--- config.mk ---
export PLATFORM = sky130hd
export DESIGN_NAME = multi_channel_pwm_generator_top
export DESIGN_NICKNAME = d
export VERILOG_FILES = /design/src/hw/rtl/mcpwm_pkg.sv /design/src/hw/rtl/mcpwm_ram.sv /design/src/hw/rtl/multi_channel_pwm_generator_top.sv
export VERILOG_INCLUDE_DIRS = /design/src /design/src/hw/rtl
export SDC_FILE = /design/constraint.sdc
export NUM_CORES = 1
export LEC_CHECK = 0
export ABC_AREA = 1
export BUFFER_PORTS_ARGS = -buffer_cell sky130_fd_sc_hd__buf_4
export CORE_ASPECT_RATIO = 1.4
export CORE_MARGIN = 5
export CORE_UTILIZATION = 55
export DETAILED_ROUTE_END_ITERATION = 16
export PLACE_DENSITY_LB_ADDON = 0.1
export SYNTH_ARGS = -nofsm -noshare
export SYNTH_HDL_FRONTEND = slang
export SYNTH_SLANG_ARGS = --single-unit
--- constraint.sdc ---
create_clock -name clk -period 6 [get_ports clk]
set_clock_uncertainty 0.15 [all_clocks]
set_input_delay 0.3 -clock clk [delete_from_list [all_inputs] [get_ports clk]]
set_output_delay 0.3 -clock clk [all_outputs]
set_load 0.1 [all_outputs]
--- src/hw/rtl/multi_channel_pwm_generator_top_assert.svh ---
// Assertion macros for the PWM channel table block.
// Included by multi_channel_pwm_generator_top; depends on nothing else.
`ifndef MULTI_CHANNEL_PWM_GENERATOR_TOP_ASSERT_SVH
`define MULTI_CHANNEL_PWM_GENERATOR_TOP_ASSERT_SVH
`ifndef SYNTHESIS
// Same-cycle implication, checked outside reset.
`define MCPWM_ASSERT_IMP(name, clk, rst_n, ante, cons) \
  name: assert property (@(posedge clk) disable iff (!rst_n) (ante) |-> (cons)) \
    else $error("mcpwm assertion failed");
// Next-cycle implication, checked outside reset.
`define MCPWM_ASSERT_NXT(name, clk, rst_n, ante, cons) \
  name: assert property (@(posedge clk) disable iff (!rst_n) (ante) |=> (cons)) \
    else $error("mcpwm assertion failed");
`else
`define MCPWM_ASSERT_IMP(name, clk, rst_n, ante, cons)
`define MCPWM_ASSERT_NXT(name, clk, rst_n, ante, cons)
`endif
`endif

--- src/hw/rtl/mcpwm_pkg.sv ---
// Package for the PWM channel table block: item codes, status codes,
// sequencer states and the pin drive helper. Depends on nothing.
package mcpwm_pkg;

  localparam int PIN_W   = 5;
  localparam int TICK_W  = 16;
  localparam int MASK_W  = 17;
  localparam int TOP_PIN = 16;

  typedef enum logic {
    OP_TICK = 1'b0,
    OP_SET  = 1'b1
  } op_t;

  typedef enum logic [1:0] {
    ST_OK       = 2'd0,
    ST_BAD_ARGS = 2'd1,
    ST_FULL     = 2'd2,
    ST_NO_PIN   = 2'd3
  } status_t;

  typedef enum logic [1:0] {
    S_IDLE,
    S_WALK,
    S_APPLY,
    S_DONE
  } state_t;

  typedef struct packed {
    logic [MASK_W-1:0] clr_m;
    logic [MASK_W-1:0] set_m;
  } drv_t;

  // Drive one pin to a level; pins above the top pin have no mask bit.
  function automatic drv_t drive(drv_t d, logic [PIN_W-1:0] pin, logic level);
    logic [MASK_W-1:0] b;
    drv_t r;
    b = (pin > PIN_W'(TOP_PIN)) ? '0 : (MASK_W'(1) << pin);
    r = d;
    r.set_m = r.set_m & ~b;
    r.clr_m = r.clr_m & ~b;
    if (level) begin
      r.set_m = r.set_m | b;
    end else begin
      r.clr_m = r.clr_m | b;
    end
    return r;
  endfunction

endpackage

--- src/hw/rtl/mcpwm_ram.sv ---
// Generic single-write, single-read RAM with registered read data.
// Standalone; used for the channel slot records.
module mcpwm_ram #(
  parameter int WIDTH = 8,
  parameter int DEPTH = 8,
  localparam int AW = (DEPTH > 1) ? $clog2(DEPTH) : 1
) (
  input  logic             clk,
  input  logic             wr_en,
  input  logic [AW-1:0]    wr_addr,
  input  logic [WIDTH-1:0] wr_data,
  input  logic             rd_en,
  input  logic [AW-1:0]    rd_addr,
  output logic [WIDTH-1:0] rd_data
);

  logic [WIDTH-1:0] mem_r [DEPTH];
  logic [WIDTH-1:0] rd_data_r;

  always_ff @(posedge clk) begin
    if (wr_en) begin
      mem_r[wr_addr] <= wr_data;
    end
    if (rd_en) begin
      rd_data_r <= mem_r[rd_addr];
    end
  end

  assign rd_data = rd_data_r;

endmodule

--- src/hw/rtl/multi_channel_pwm_generator_top.sv ---
// Multi-channel PWM generator: slot table in RAM walked by a small sequencer.
// Depends on mcpwm_pkg, mcpwm_ram and multi_channel_pwm_generator_top_assert.svh.
//
//   channel | direction | tdata (low bit up)                          | tuser
//   in_     | slave     | pin[4:0] period[20:5] duty[36:21] 0[39:37]  | op[0]
//   out_    | master    | status[1:0] set[18:2] clr[35:19] run[36]    | -
//
// A running tick or an accepted set walks every slot, one read per cycle from the slot RAM;
// a set then passes through an apply step, and every item ends in a result step.
// A rejected set or a tick while no channel toggles skips the walk and goes to the result step.
// Reset (rst_n low, synchronous) frees every slot and stops the timer.
// The result sits in an output register; a stalled output holds the next item
// in its final step until the register frees.
`include "multi_channel_pwm_generator_top_assert.svh"

module multi_channel_pwm_generator_top #(
  parameter int CHANNELS   = 8,
  parameter int COUNT_BITS = 16
) (
  input  logic        clk,
  input  logic        rst_n,
  input  logic        in_tvalid,
  output logic        in_tready,
  input  logic [39:0] in_tdata,   // pin, period_ticks, duty_ticks, zero pad
  input  logic [0:0]  in_tuser,   // op
  output logic        out_tvalid,
  input  logic        out_tready,
  output logic [39:0] out_tdata   // status, set_mask, clear_mask, timer_running, pad
);

  localparam int AW = (CHANNELS > 1) ? $clog2(CHANNELS) : 1;
  localparam int IW = $clog2(CHANNELS + 1);
  localparam int CW = (COUNT_BITS > 16) ? COUNT_BITS : 16;
  localparam int PW = mcpwm_pkg::PIN_W;
  localparam int TW = mcpwm_pkg::TICK_W;

  typedef struct packed {
    logic [PW-1:0]         pin;
    logic                  level;
    logic [COUNT_BITS-1:0] count;
    logic [TW-1:0]         period;
    logic [TW-1:0]         duty;
  } rec_t;

  localparam int REC_W = $bits(rec_t);

  // Sequencer and item registers
  mcpwm_pkg::state_t  state_r, state_nxt;
  mcpwm_pkg::op_t     op_r, op_nxt;
  logic [PW-1:0]      pin_r, pin_nxt;
  logic [TW-1:0]      period_r, period_nxt;
  logic [TW-1:0]      duty_r, duty_nxt;
  mcpwm_pkg::status_t status_r, status_nxt;
  mcpwm_pkg::drv_t    drv_r, drv_nxt;

  // Walk control
  logic [IW-1:0]      idx_r, idx_nxt;
  logic               proc_vld_r, proc_vld_nxt;
  logic [AW-1:0]      proc_idx_r, proc_idx_nxt;
  logic               match_vld_r, match_vld_nxt;
  logic [AW-1:0]      match_idx_r, match_idx_nxt;
  rec_t               match_rec_r, match_rec_nxt;
  logic               free_vld_r, free_vld_nxt;
  logic [AW-1:0]      free_idx_r, free_idx_nxt;

  // Per-slot flags: slot in use, channel toggles on ticks
  logic [CHANNELS-1:0] used_r, used_nxt;
  logic [CHANNELS-1:0] tog_r, tog_nxt;

  // Output register
  logic               out_vld_r, out_vld_nxt;
  logic [39:0]        out_data_r, out_data_nxt;

  // RAM port
  logic               ram_we, ram_re;
  logic [AW-1:0]      ram_waddr, ram_raddr;
  rec_t               ram_wdata;
  logic [REC_W-1:0]   ram_rdata;
  rec_t               rd_rec;

  // Datapath helpers
  mcpwm_pkg::op_t     in_op;
  logic [PW-1:0]      in_pin;
  logic [TW-1:0]      in_period, in_duty;
  logic               in_bad, ticking, walk_end, out_free;
  logic [COUNT_BITS-1:0] cnt_dec;
  logic [TW-1:0]      tick_gap;
  logic               tick_flip;
  rec_t               tick_rec;
  logic [AW-1:0]      apply_slot;
  rec_t               apply_rec, apply_wr;

  assign in_op     = mcpwm_pkg::op_t'(in_tuser[0]);
  assign in_pin    = in_tdata[4:0];
  assign in_period = in_tdata[20:5];
  assign in_duty   = in_tdata[36:21];
  assign in_bad    = (in_period != '0) &&
                     ((in_period < TW'(2)) || (in_duty > in_period));
  assign ticking   = |tog_r;
  assign walk_end  = (idx_r == IW'(CHANNELS)) && !proc_vld_r;
  assign out_free  = !out_vld_r || out_tready;

  assign in_tready  = (state_r == mcpwm_pkg::S_IDLE);
  assign out_tvalid = out_vld_r;
  assign out_tdata  = out_data_r;

  // Tick step on the slot whose record just came out of the RAM
  assign rd_rec    = rec_t'(ram_rdata);
  assign cnt_dec   = rd_rec.count - COUNT_BITS'(1);
  assign tick_gap  = rd_rec.period - rd_rec.duty;
  assign tick_flip = (cnt_dec == '0) && (rd_rec.duty != '0) &&
                     (rd_rec.duty != rd_rec.period);

  always_comb begin
    tick_rec = rd_rec;
    if (tick_flip) begin
      tick_rec.level = ~rd_rec.level;
      tick_rec.count = (~rd_rec.level) ? COUNT_BITS'(rd_rec.duty)
                                       : COUNT_BITS'(tick_gap);
    end else begin
      tick_rec.count = cnt_dec;
    end
  end

  // Set target: the slot that holds the pin, else the first free slot
  assign apply_slot = match_vld_r ? match_idx_r : free_idx_r;

  always_comb begin
    apply_rec = '0;
    apply_rec.pin = pin_r;
    if (match_vld_r) begin
      apply_rec = match_rec_r;
    end
  end

  mcpwm_ram #(
    .WIDTH (REC_W),
    .DEPTH (CHANNELS)
  ) u_slot_ram (
    .clk     (clk),
    .wr_en   (ram_we),
    .wr_addr (ram_waddr),
    .wr_data (ram_wdata),
    .rd_en   (ram_re),
    .rd_addr (ram_raddr),
    .rd_data (ram_rdata)
  );

  // Next state
  always_comb begin
    state_nxt = state_r;
    unique case (state_r)
      mcpwm_pkg::S_IDLE: begin
        if (in_tvalid) begin
          if (in_op == mcpwm_pkg::OP_SET) begin
            state_nxt = in_bad ? mcpwm_pkg::S_DONE : mcpwm_pkg::S_WALK;
          end else begin
            state_nxt = ticking ? mcpwm_pkg::S_WALK : mcpwm_pkg::S_DONE;
          end
        end
      end
      mcpwm_pkg::S_WALK: begin
        if (walk_end) begin
          state_nxt = (op_r == mcpwm_pkg::OP_SET) ? mcpwm_pkg::S_APPLY
                                                  : mcpwm_pkg::S_DONE;
        end
      end
      mcpwm_pkg::S_APPLY: begin
        state_nxt = mcpwm_pkg::S_DONE;
      end
      mcpwm_pkg::S_DONE: begin
        if (out_free) begin
          state_nxt = mcpwm_pkg::S_IDLE;
        end
      end
      default: state_nxt = mcpwm_pkg::S_IDLE;
    endcase
  end

  // Datapath and outputs
  always_comb begin
    op_nxt        = op_r;
    pin_nxt       = pin_r;
    period_nxt    = period_r;
    duty_nxt      = duty_r;
    status_nxt    = status_r;
    drv_nxt       = drv_r;
    idx_nxt       = idx_r;
    proc_vld_nxt  = 1'b0;
    proc_idx_nxt  = proc_idx_r;
    match_vld_nxt = match_vld_r;
    match_idx_nxt = match_idx_r;
    match_rec_nxt = match_rec_r;
    free_vld_nxt  = free_vld_r;
    free_idx_nxt  = free_idx_r;
    used_nxt      = used_r;
    tog_nxt       = tog_r;
    out_vld_nxt   = out_vld_r && !out_tready;
    out_data_nxt  = out_data_r;
    ram_we        = 1'b0;
    ram_waddr     = proc_idx_r;
    ram_wdata     = tick_rec;
    ram_re        = 1'b0;
    ram_raddr     = idx_r[AW-1:0];
    apply_wr      = apply_rec;

    unique case (state_r)
      mcpwm_pkg::S_IDLE: begin
        if (in_tvalid) begin
          // Latch the item and clear the walk results
          op_nxt        = in_op;
          pin_nxt       = in_pin;
          period_nxt    = in_period;
          duty_nxt      = in_duty;
          drv_nxt       = '0;
          idx_nxt       = '0;
          match_vld_nxt = 1'b0;
          free_vld_nxt  = 1'b0;
          status_nxt    = (in_op == mcpwm_pkg::OP_SET && in_bad) ?
                          mcpwm_pkg::ST_BAD_ARGS : mcpwm_pkg::ST_OK;
        end
      end

      mcpwm_pkg::S_WALK: begin
        // Issue the next read; the record comes back in the following cycle
        if (idx_r < IW'(CHANNELS)) begin
          ram_re       = 1'b1;
          idx_nxt      = idx_r + IW'(1);
          proc_vld_nxt = 1'b1;
          proc_idx_nxt = idx_r[AW-1:0];
        end
        if (proc_vld_r) begin
          if (op_r == mcpwm_pkg::OP_TICK) begin
            if (used_r[proc_idx_r]) begin
              ram_we = 1'b1;
              if (tick_flip) begin
                drv_nxt = mcpwm_pkg::drive(drv_r, rd_rec.pin, tick_rec.level);
              end
            end
          end else begin
            if (used_r[proc_idx_r] && rd_rec.pin == pin_r && !match_vld_r) begin
              match_vld_nxt = 1'b1;
              match_idx_nxt = proc_idx_r;
              match_rec_nxt = rd_rec;
            end
            if (!used_r[proc_idx_r] && !free_vld_r) begin
              free_vld_nxt = 1'b1;
              free_idx_nxt = proc_idx_r;
            end
          end
        end
      end

      mcpwm_pkg::S_APPLY: begin
        if (period_r == '0) begin
          // Remove the channel and drive its pin low
          if (match_vld_r) begin
            used_nxt[apply_slot] = 1'b0;
            tog_nxt[apply_slot]  = 1'b0;
            drv_nxt = mcpwm_pkg::drive(drv_r, pin_r, 1'b0);
          end else begin
            status_nxt = mcpwm_pkg::ST_NO_PIN;
          end
        end else if (!match_vld_r && !free_vld_r) begin
          status_nxt = mcpwm_pkg::ST_FULL;
        end else begin
          used_nxt[apply_slot] = 1'b1;
          if (!(apply_rec.period == period_r && apply_rec.duty == duty_r)) begin
            apply_wr.period = period_r;
            apply_wr.duty   = duty_r;
            // Restart high when the counter is spent or beyond the new period
            if (apply_rec.count == '0 || CW'(apply_rec.count) > CW'(period_r)) begin
              apply_wr.level = 1'b1;
              apply_wr.count = COUNT_BITS'(duty_r);
              drv_nxt = mcpwm_pkg::drive(drv_nxt, pin_r, 1'b1);
            end
            if (duty_r == '0 || duty_r == period_r) begin
              drv_nxt = mcpwm_pkg::drive(drv_nxt, pin_r, duty_r == period_r);
            end
            ram_we    = 1'b1;
            ram_waddr = apply_slot;
            ram_wdata = apply_wr;
            tog_nxt[apply_slot] = (duty_r != '0) && (duty_r != period_r);
          end
        end
      end

      mcpwm_pkg::S_DONE: begin
        if (out_free) begin
          out_vld_nxt  = 1'b1;
          out_data_nxt = {3'b000, ticking, drv_r.clr_m, drv_r.set_m, status_r};
        end
      end

      default: begin
      end
    endcase
  end

  // Control state
  always_ff @(posedge clk) begin
    if (!rst_n) begin
      state_r    <= mcpwm_pkg::S_IDLE;
      out_vld_r  <= 1'b0;
      used_r     <= '0;
      tog_r      <= '0;
      proc_vld_r <= 1'b0;
      idx_r      <= '0;
    end else begin
      state_r    <= state_nxt;
      out_vld_r  <= out_vld_nxt;
      used_r     <= used_nxt;
      tog_r      <= tog_nxt;
      proc_vld_r <= proc_vld_nxt;
      idx_r      <= idx_nxt;
    end
  end

  // Payload
  always_ff @(posedge clk) begin
    op_r        <= op_nxt;
    pin_r       <= pin_nxt;
    period_r    <= period_nxt;
    duty_r      <= duty_nxt;
    status_r    <= status_nxt;
    drv_r       <= drv_nxt;
    proc_idx_r  <= proc_idx_nxt;
    match_vld_r <= match_vld_nxt;
    match_idx_r <= match_idx_nxt;
    match_rec_r <= match_rec_nxt;
    free_vld_r  <= free_vld_nxt;
    free_idx_r  <= free_idx_nxt;
    out_data_r  <= out_data_nxt;
  end

  `MCPWM_ASSERT_NXT(a_busy_after_accept, clk, rst_n, in_tvalid && in_tready, !in_tready)
  `MCPWM_ASSERT_IMP(a_masks_disjoint, clk, rst_n, out_vld_r, (out_data_r[18:2] & out_data_r[35:19]) == '0)
  `MCPWM_ASSERT_IMP(a_reject_no_drive, clk, rst_n, out_vld_r && out_data_r[1:0] != mcpwm_pkg::ST_OK, out_data_r[35:2] == '0)
  `MCPWM_ASSERT_IMP(a_walk_bound, clk, rst_n, state_r == mcpwm_pkg::S_WALK, idx_r <= IW'(CHANNELS))
  `MCPWM_ASSERT_IMP(a_match_in_use, clk, rst_n, state_r == mcpwm_pkg::S_APPLY && match_vld_r, used_r[match_idx_r])
  `MCPWM_ASSERT_IMP(a_toggle_in_use, clk, rst_n, state_r == mcpwm_pkg::S_IDLE, (tog_r & ~used_r) == '0)

endmodule

Word-level counts from Yosys, hierarchy flattened --
Memories as Yosys holds them, arrays and structs flattened. A register that Yosys moved wholly into a read port is not among the register bits. Cells that the tools add are included.
Storage, ports and cells: bits in registers 200, memory bits (writable) 432, input port bits 45, output and inout bits 42, word-level logic and storage cells 222, memories 1
Operators by class: add/subtract/negate cells 3, $lt $le $gt $ge 9, equal/unequal tests 29, shifts and indexed selects 2, mux-type cells 87, bitwise logic cells 19, reductions and logical operators 48
Memory list:
- u_slot_ram.mem_r | words 8, width 54, rd ports 1, clocked after memory_dff 1, write ports 1, RTL line mcpwm_ram.sv:17 | logic [WIDTH-1:0] mem_r [DEPTH];
Operators with widths (count):
- 2-to-1 mux 34 bit | 15
- 2-to-1 mux 54 bit | 5
- 2-to-1 mux 17 bit | 7
- bitwise AND 17 bit | 6
- bitwise OR 17 bit | 6
- case mux 34 bit (3 select lines) | 1
- zero test 16 bit | 4
- 2-to-1 mux 8 bit | 7
- == test 16 bit | 3
- nonzero test 16 bit | 3
- NOT 17 bit | 2
- left shift 1 x 5 -> 17 bit, first input constant | 2
- greater-than comparator 16 bit | 2
- 2-to-1 mux 16 bit | 2
- inequality test 16 bit | 2
- inequality test 2 bit, second input constant | 14
- 2-to-1 mux 1 bit | 24
- 2-to-1 mux 2 bit | 10
- bitwise AND 8 bit | 2
- < comparator 16 x 2 -> 1 bit, second input constant | 1
- AND reduction 4 bit | 4
- subtractor 16 x 1 -> 16 bit, second input constant | 1
- subtractor 16 bit | 1
- 2-to-1 mux 3 bit | 5
- 32 further kinds | 68

Depth between registers and ports, before layout --
Gate-level depths: netlist (run 1).
depth after elaboration 18, mapped depth 23, depth with buffers taken out 19

Modules after synthesis --
A second synthesis (run 1) with hierarchy kept.
Second synthesis, totals: cells, all modules 3839, area total of the unflattened synthesis 34446.8 sq um
By module, submodules not included:
- mcpwm_ram | instances 1, cells an instance 1937, area each 20485.9 sq um, sequential area each 14594.0 sq um
- multi_channel_pwm_generator_top | instances 1, cells an instance 1902, area each 13960.9 sq um, sequential area each 5765.5 sq um

Worst setup path before layout (run 1) --
No wires, ideal clock.
path kind flip-flop to flip-flop, from reg u_slot_ram.rd_data_r[32], in the netlist u_slot_ram.rd_data[32] (read register of u_slot_ram.mem_r), to reg drv_r[0] in the netlist's numbering, enable pin, setup time 0.477 ns, arrival time 4.379 ns, slack 0.994 ns, stages on the path, launching flop included 16, path buffers 1, cells stage by stage edfxtp_1 -> inv_1 -> ha_1 -> nand2_1 -> nor2_1 -> nand3_1 -> nand2_1 -> nand2_1 -> nor2_1 -> nand2_1 -> nor2_4 -> nand2_4 -> inv_1 -> buf_4 -> nand2_1 -> a211oi_1
On the way: longest elaborated chain between the ends 6
Ends and longest elaborated chain:
- start, declared | RTL line mcpwm_ram.sv:18 | logic [WIDTH-1:0] rd_data_r;
- subtractor 16 x 1 -> 16 bit | RTL line multi_channel_pwm_generator_top.sv:109 | assign cnt_dec = rd_rec.count - COUNT_BITS'(1);
- zero test 16 bit | RTL line multi_channel_pwm_generator_top.sv:111 | assign tick_flip = (cnt_dec == '0) && (rd_rec.duty != '0) &&
- logical AND 1 bit (2 in a row) | RTL line multi_channel_pwm_generator_top.sv:111
- inequality test 2 bit (no source line)
- AND reduction 9 bit (no source line)
- end signal, assigned | RTL line multi_channel_pwm_generator_top.sv:326 | drv_r <= drv_nxt;
- end, declared | RTL line multi_channel_pwm_generator_top.sv:54 | mcpwm_pkg::drv_t drv_r, drv_nxt;
Every way passes these cells. A chain may end at the register's enable or synchronous reset.

==> results of run 1 <==
worst max-delay path, stage by stage, from the launching register on:
cell and delay (ns):
edfxtp_1 0.32, buf_4 0.54, nand2_1 0.15, xor2_1 0.18
nor3_1 0.26, nand4_1 0.29, nor2_1 0.32, nand2_1 0.13
nand3_2 0.24, buf_4 0.65, nand2_1 0.11, inv_1 0.09
nand2_1 0.05, o21ai_0 0.22, inv_1 0.25
timing repair:
action | in CTS | in global routing
hold endpoints to repair | 50 | 0
hold buffers | 40 | 0
gates resized for setup | 0 | 0
path summary, 6_finish.rpt:
check / to / slack, ns / cells past startpoint
worst min-delay path: idx_r[2] / 0.08 / 4
worst min register to register: match_rec_r[5] / 0.31 / 0
worst max-delay path: u_slot_ram.mem_r[7][47] / 1.60 / 14
worst max register to register: u_slot_ram.mem_r[7][47] / 1.60 / 14
kinds of logic after synthesis:
logic type      Yosys count  share of synthesized area, %
compound gates          612                          10.3
buf+inv                 402                          5.08
fa+ha+maj                56                          2.21
flops                   686                          63.6
xor+xnor                 52                          1.42
simple gates           1351                          17.3
other cells               1                        0.0117
power breakdown:
group | internal (µW) | switching [µW] | leakage (µW)
registers | 6340 | 416 | 0.00621
clock network | 2430 | 1780 | 0.00106
logic | 1160 | 3230 | 0.00596
layout make-up:
cell class / count / share of cell area, %
Timing Repair Buffer: 158 / 3.99
Sequential cell: 686 / 56.6
Clock buffer: 86 / 4.97
Multi-Input combinational cell: 2074 / 28.1
Inverter: 255 / 2.68
Tap cell: 742 / 2.58
Clock inverter: 35 / 1.08
flip-flops by register name, summed over array words and instances, names as in the netlist, 4 cells and up, named ones only:
name	flops
u_slot_ram.mem_r	432
match_rec_r	54
u_slot_ram.rd_data	54
out_tdata	37
drv_r	34
duty_r	16
period_r	16
tog_r	8
pin_r	5
idx_r	4
metal layers:
layer  global-route usage [%]  up-vias  share of wire (%)  wire length (µm)
met2                     47.1     1011                 50             43600
met1                     33.7    11600                 39             33900
met5                        0        -                  0                 0
li1                         -    11000                  -                 -
met3                     3.21      231                6.1              5320
met4                     12.2        0                4.2              3680
per-stage QoR:
step	cells	hold WS, ns	worst slack (ns)	utilization [%]	area [µm²]
2_1_floorplan	3162	0.249	0.994	-	32000
5_1_grt	4036	0.126	1.37	62.5	36000
4_1_cts	4036	0.0729	1.60	62.5	36000
3_3_place_gp	3875	0.286	1.62	58.0	33400
6_report	4036	0.0793	1.60	62.5	36000
3_5_place_dp	3875	0.284	1.62	58.0	33400
synth_stat cells, types with 8 or more instances:
cell      number  area, µm²
buf_6          9        101
o22ai_1       59        369
buf_2         15       75.1
buf_1         24       90.1
a21oi_1       99        495
a21oi_2        8       70.1
nor3_1        30        150
o21ai_0      357       1790
o211ai_1      11       82.6
xnor2_1       19        166
xor2_1        33        289
nand4_1       30        188
nand3_1      112        561
o21ai_1        8       40.0
nor2_1       640       2400
ha_1          55        688
inv_1        243        912
nand2_1      477       1790
edfxtp_1     662      19900
buf_4          8       60.1
or2_2         16        100
clkbuf_1      91        342
a31oi_1       56        350
dfxtp_1       24        480
nor4_1        12       75.1
nand3b_1      14        105
==> Implementation_results.wiki, run 1 <==
{| class="wikitable"
! Metric !! Value
|-
| Result of the run || completed
|-
| Pwr/cell area || between 400 and 500 mW/mm²
|-
| Mean post-synth cell area || 10.1 µm²
|-
| Drc violations || 0
|-
| Data arrival time of the critical path || 4.54 ns
|-
| Grt total ovfl || 0
|-
| X dimension of the die || roughly 210 µm
|-
| Clock slew at reported path FFs || 0.06 ns
|-
| Clock tree sinks || 686
|-
| Final count of hold timing violations || 0
|-
| Skew-Pair Late Insertion Delay || 0.61 ns
|-
| Leakage power || 0.0132 µW
|-
| Actual slew at the worst max-slew pin || ~1.1 ns
|-
| Hold path startpoint || in_tvalid
|-
| Max-slew violations || 0
|-
| Share of cells above drive strength 1 || 8.47%
|-
| Top-Level Pins || 87
|-
| Area of all sequential standard cells || 0.0204 mm²
|-
| Area growth syn-to-layout || 12.5%
|-
| Headroom to the max-slew limit || between 20% and 30%
|-
| Post-detailed-route count of antenna-violating nets || 0
|-
| Die Footprint || 0.0632 mm²
|-
| Worst setup path category || reg2reg
|-
| Power consumption || 15400 µW
|-
| Number of buffers created by CTS || 67
|-
| Critical path fanouts, max || 78
|-
| Count of input and output buffers || 80
|-
| Most frequent cells in the layout || edfxtp_1 (662), nor2_1 (630), nand2_1 (477)
|-
| Mapped Cells || 3160
|-
| Share of synthesized registers carrying an async set or reset || 0%
|-
| Number of buffers inserted by post-CTS setup repair || 0
|-
| FF-to-FF Start || match_vld_r
|-
| Max capacitance violation total || 0
|-
| First-pass GRT wire length || 131 mm
|-
| Antenna diode instance count || 0
|-
| Max clock buf depth || 3
|-
| TritonCTS clock tree || built
|-
| Worst EP required || 6.14 ns
|-
| WL/cell || roughly 21 µm
|-
| Setup repair after global routing missed its margin || no
|-
| Number of filler instances in the final layout || between 4000 and 5000
|-
| Endpoints failing setup || 0
|-
| Sequential element share of the synthesized area || 63.6%
|-
| Maximum achievable frequency || 227 MHz
|-
| Number of antenna violations at the first check in global routing || 1
|-
| Vias || between 20000 and 25000
|-
| Most common cell after layout, fill and taps aside || edfxtp_1
|-
| Hold Crit Class || in2reg
|-
| Final min period || 4.40 ns
|-
| Number of H-tree levels || 3
|-
| Final-stage net count || 3343
|-
| Effective utilization at floorplan || 55.5%
|-
| Number of warning messages in the yosys log || 0
|-
| Total Negative Setup Slacks || 0 ns
|-
| Iteration-0 DRC Markers || approximately 2400
|-
| Worst setup SP type || register
|-
| Number of cell rows || 104
|-
| Final critical-path share of the clock period || around three quarters
|-
| GRT Util Overall || around 27%
|-
| Vias in the first global route || 23100
|-
| Wire length reported by the detailed router || 86.6 mm
|-
| GPL Wtd Cong || 0.962
|-
| Number of synthesized flops with an enable pin || 662
|-
| Worst setup path startpoint || match_vld_r
|-
| Kind of end point of the critical path || register
|-
| Detailed-routing iteration count for the pre-antenna-repair pass || 6
|-
| Multi-input combinational cell area || between 0.01 and 0.015 mm²
|-
| Die span in y || 295 µm
|-
| Synthesis-stage register bit count || around 700
|-
| Most used DFF post-synth || edfxtp_1
|-
| Core footprint || 0.0576 mm²
|-
| Maximum vdd ir drop || 0.268 mV
|-
| Number of distinct library cell variants in the gate-level netlist after synthesis || between 40 and 50
|-
| Pin count of the biggest net entering global routing || 134
|-
| Post-synthesis instance area || 0.0320 mm²
|-
| DP Wirelength || 54.8 mm
|-
| Clock root buffer || clkbuf_16
|-
| Vias per inst || around 6
|}
No activity file was read; power rests on OpenSTA's default activity.
==> run 2: changes to the inputs <==
Clock period 6 ns to 4.6 ns, I/O delays scaled along.
==> run 2 against run 1 <==
Clock power increased by 25%. Die area did not move. Sequential cell count unchanged. Critical path type unchanged. Largest power group unchanged.
==> Implementation_results.wiki, run 2 (synthesis results as in run 1) <==
{| class="wikitable"
! Metric !! Value
|-
| Result of the run || completed (unchanged)
|-
| Core footprint || 0.0576 mm² (unchanged)
|-
| Pin count of the biggest net entering global routing || 134 (unchanged)
|-
| Final hold slack || 0.179 ns (was 0.0793 ns)
|-
| Kind of end point of the critical path || register (unchanged)
|-
| Setup crit end || u_slot_ram.mem_r[5][36] (was u_slot_ram.mem_r[7][47])
|-
| GPL Wtd Cong || 0.977 (was 0.962)
|-
| Final-stage net count || 3371 (was 3343)
|-
| X dimension of the die || 214 µm (unchanged)
|-
| Post-detailed-route count of antenna-violating nets || 0 (unchanged)
|-
| Effective utilization at floorplan || 55.5% (unchanged)
|-
| Smallest setup slack after layout || 0.630 ns (was 1.60 ns)
|-
| Leakage power || 0.0133 µW (was 0.0132 µW)
|-
| Vias in the first global route || 23500 (was 23100)
|-
| FF-to-FF Start || match_vld_r (unchanged)
|-
| Headroom to the max-slew limit || 24.2% (was 26.6%)
|-
| Number of logic stages on the critical path including buffering || 15 (was 14)
|-
| Number of antenna violations at the first check in global routing || 0 (was 1)
|-
| Area growth syn-to-layout || 12.9% (was 12.5%)
|-
| Number of cells on the worst reg-to-reg path || 15 (was 14)
|-
| Maximum achievable frequency || 252 MHz (was 227 MHz)
|-
| Antenna diode instance count || 0 (unchanged)
|-
| Max capacitance violation total || 0 (unchanged)
|-
| Vias || 23900 (about the same)
|-
| TritonCTS clock tree || built (unchanged)
|-
| Share of cells above drive strength 1 || 9.07% (was 8.47%)
|-
| Final critical-path share of the clock period || 86.3% (was 73.4%)
|-
| Category of cells accounting for the largest share of critical-path delay || buffers and inverters (was simple AND/OR/NAND/NOR gates)
|-
| Vias per inst || 5.89 (was 5.91)
|-
| GRT Util Overall || 27.4% (was 27.0%)
|-
| Pwr/cell area || 551 mW/mm² (was 427 mW/mm²)
|-
| Number of cell rows || 104 (unchanged)
|-
| Clock tree sinks || 686 (unchanged)
|-
| Worst Setup Slack post-DPL || 0.730 ns (was 1.62 ns)
|-
| Die Footprint || 0.0632 mm² (unchanged)
|-
| Reg-to-reg setup timing slack || 0.63 ns (was 1.60 ns)
|-
| Register with the highest flop count || u_slot_ram.mem_r (unchanged)
|-
| Worst setup path category || reg2reg (unchanged)
|-
| Most frequent cells in the layout || edfxtp_1 (662), nor2_1 (630), nand2_1 (477) (unchanged)
|-
| Power consumption || 19900 µW (was 15400 µW)
|-
| Most common cell after layout, fill and taps aside || edfxtp_1 (unchanged)
|-
| Die span in y || 295 µm (unchanged)
|-
| Clock slew at reported path FFs || 0.06 ns (about the same)
|-
| Iteration-0 DRC Markers || 2480 (was 2380)
|-
| Most repeated library cell on the critical path || buf_4 (was nand2_1)
|-
| Number of flip-flops in the largest register || 432 (unchanged)
|-
| DP Wirelength || 56.6 mm (was 54.8 mm)
|-
| Max incr delay on CP || 0.52 ns (was 0.65 ns)
|-
| Maximum vdd ir drop || 0.361 mV (was 0.268 mV)
|-
| Top-Level Pins || 87 (unchanged)
|-
| Max clock buf depth || 3 (unchanged)
|-
| Final count of hold timing violations || 0 (unchanged)
|-
| Slowest-stage cell, CP || edfxtp_1 (was buf_4)
|-
| Critical path fanouts, max || 39 (was 78)
|-
| Hold Crit Class || in2reg (unchanged)
|-
| Skew-Pair Late Insertion Delay || 0.61 ns (about the same)
|-
| Worst EP required || 4.74 ns (was 6.14 ns)
|-
| WL/cell || 21.5 µm (was 21.4 µm)
|-
| Number of buffers inserted by post-CTS setup repair || 0 (unchanged)
|-
| Worst setup path startpoint || match_vld_r (unchanged)
|-
| Cell Chain, Critical Path || buf_12, buf_4, nand2_1, xor2_1, nor2_1, nand4_1, nor2_1, nand2_1, nand3_2, inv_1, buf_4, buf_4, o21ai_0, o21ai_0, inv_1 (was buf_4, nand2_1, xor2_1, nor3_1, nand4_1, nor2_1, nand2_1, nand3_2, buf_4, nand2_1, inv_1, nand2_1, o21ai_0, inv_1)
|-
| Max-slew violations || 0 (unchanged)
|-
| Worst setup SP type || register (unchanged)
|-
| First-pass GRT wire length || 133 mm (was 131 mm)
|-
| Wire length reported by the detailed router || 87.4 mm (was 86.6 mm)
|-
| Drc violations || 0 (unchanged)
|-
| Endpoints failing setup || 0 (unchanged)
|-
| Setup repair after global routing missed its margin || no (unchanged)
|-
| Critical path buffer and inverter count || 6 (was 4)
|-
| Number of buffers created by CTS || 68 (was 67)
|-
| Data arrival time of the critical path || 4.11 ns (was 4.54 ns)
|-
| Number of H-tree levels || 3 (unchanged)
|-
| Actual slew at the worst max-slew pin || 1.13 ns (was 1.09 ns)
|-
| Clock root buffer || clkbuf_16 (unchanged)
|-
| Count of input and output buffers || 80 (unchanged)
|-
| Detailed-routing iteration count for the pre-antenna-repair pass || 6 (unchanged)
|-
| End of the worst register-to-register path || u_slot_ram.mem_r[5][36] (was u_slot_ram.mem_r[7][47])
|-
| Final min period || 3.97 ns (was 4.40 ns)
|-
| Grt total ovfl || 0 (unchanged)
|}
==> run 2: cell types whose count changed in the layout (fill, tap and decap cells not counted) <==
cell / before / now
bufinv_16: 7 / 2
buf_4: 106 / 129
inv_6: 6 / 3
buf_12: 12 / 15
clkinvlp_4: 3 / 4
dlygate4sd3_1: 40 / 41
clkbuf_16: 69 / 71
clkinv_2: 12 / 13
clkbuf_1: 17 / 13
clkinv_1: 13 / 20
==> run 2: routing by layer <==
metal  global-route usage, %  up-vias  wire length (µm)
met5                       0        -                 0
met3                    3.59      234              5490
met2                    47.2      966             43600
met1                    34.3    11600             34100
met4                    13.4        0              4180
li1                        -    11100                 -
==> run 2: final cells by class <==
type	count	area, µm²
Clock buffer	84	1830
Clock inverter	36	251
Fill cell	4572	21500
Inverter	255	965
Multi-Input combinational cell	2074	10100
Sequential cell	686	20400
Tap cell	742	928
Timing Repair Buffer	185	1680
==> run 2: what timing repair did <==
| action | CTS | global route |
|---|---|---|
| hold buffers | 41 | 0 |
| endpoints found under the hold margin | 52 | 0 |
| resized for setup | 0 | 0 |
==> run 2: worst min path at each step <==
| stage | start | endpoint | slack, ns | depth (start not counted) |
|---|---|---|---|---|
| 2_1_floorplan | in_tdata[21] | duty_r[0] | 0.18 | 0 |
| 3_3_place_gp | in_tdata[0] | pin_r[0] | 0.26 | 1 |
| 3_5_place_dp | in_tdata[2] | pin_r[2] | 0.26 | 1 |
| 4_1_cts | in_tdata[2] | pin_r[2] | 0.16 | 2 |
| 5_1_grt | in_tdata[4] | pin_r[4] | 0.18 | 2 |
| 6_report | in_tdata[4] | pin_r[4] | 0.18 | 2 |
==> run 2: worst register-to-register path: cells and delay by family (launching register included) <==
kind,cells,cell delay (ns)
buffers and inverters,6,1.66
AOI/OAI and AO/OA,2,0.49
DFF,1,0.52
xor gates and xnor gates,1,0.13
and+or+nand+nor,6,0.71
==> run 2: where the power goes <==
part	internal, µW	switching, µW
clock	2940	2320
combinational	1570	4290
sequential	8270	516
==> run 2: metrics by stage <==
step           area, µm²  setup TNS, ns  instances  utilization [%]
6_report           36100              0       4062             62.7
5_1_grt            36100              0       4062             62.7
4_1_cts            36100              0       4062             62.7
3_5_place_dp       33700              0       3901             58.4
3_3_place_gp       33700              0       3901             58.4
2_1_floorplan      32000          -5.73       3162                -
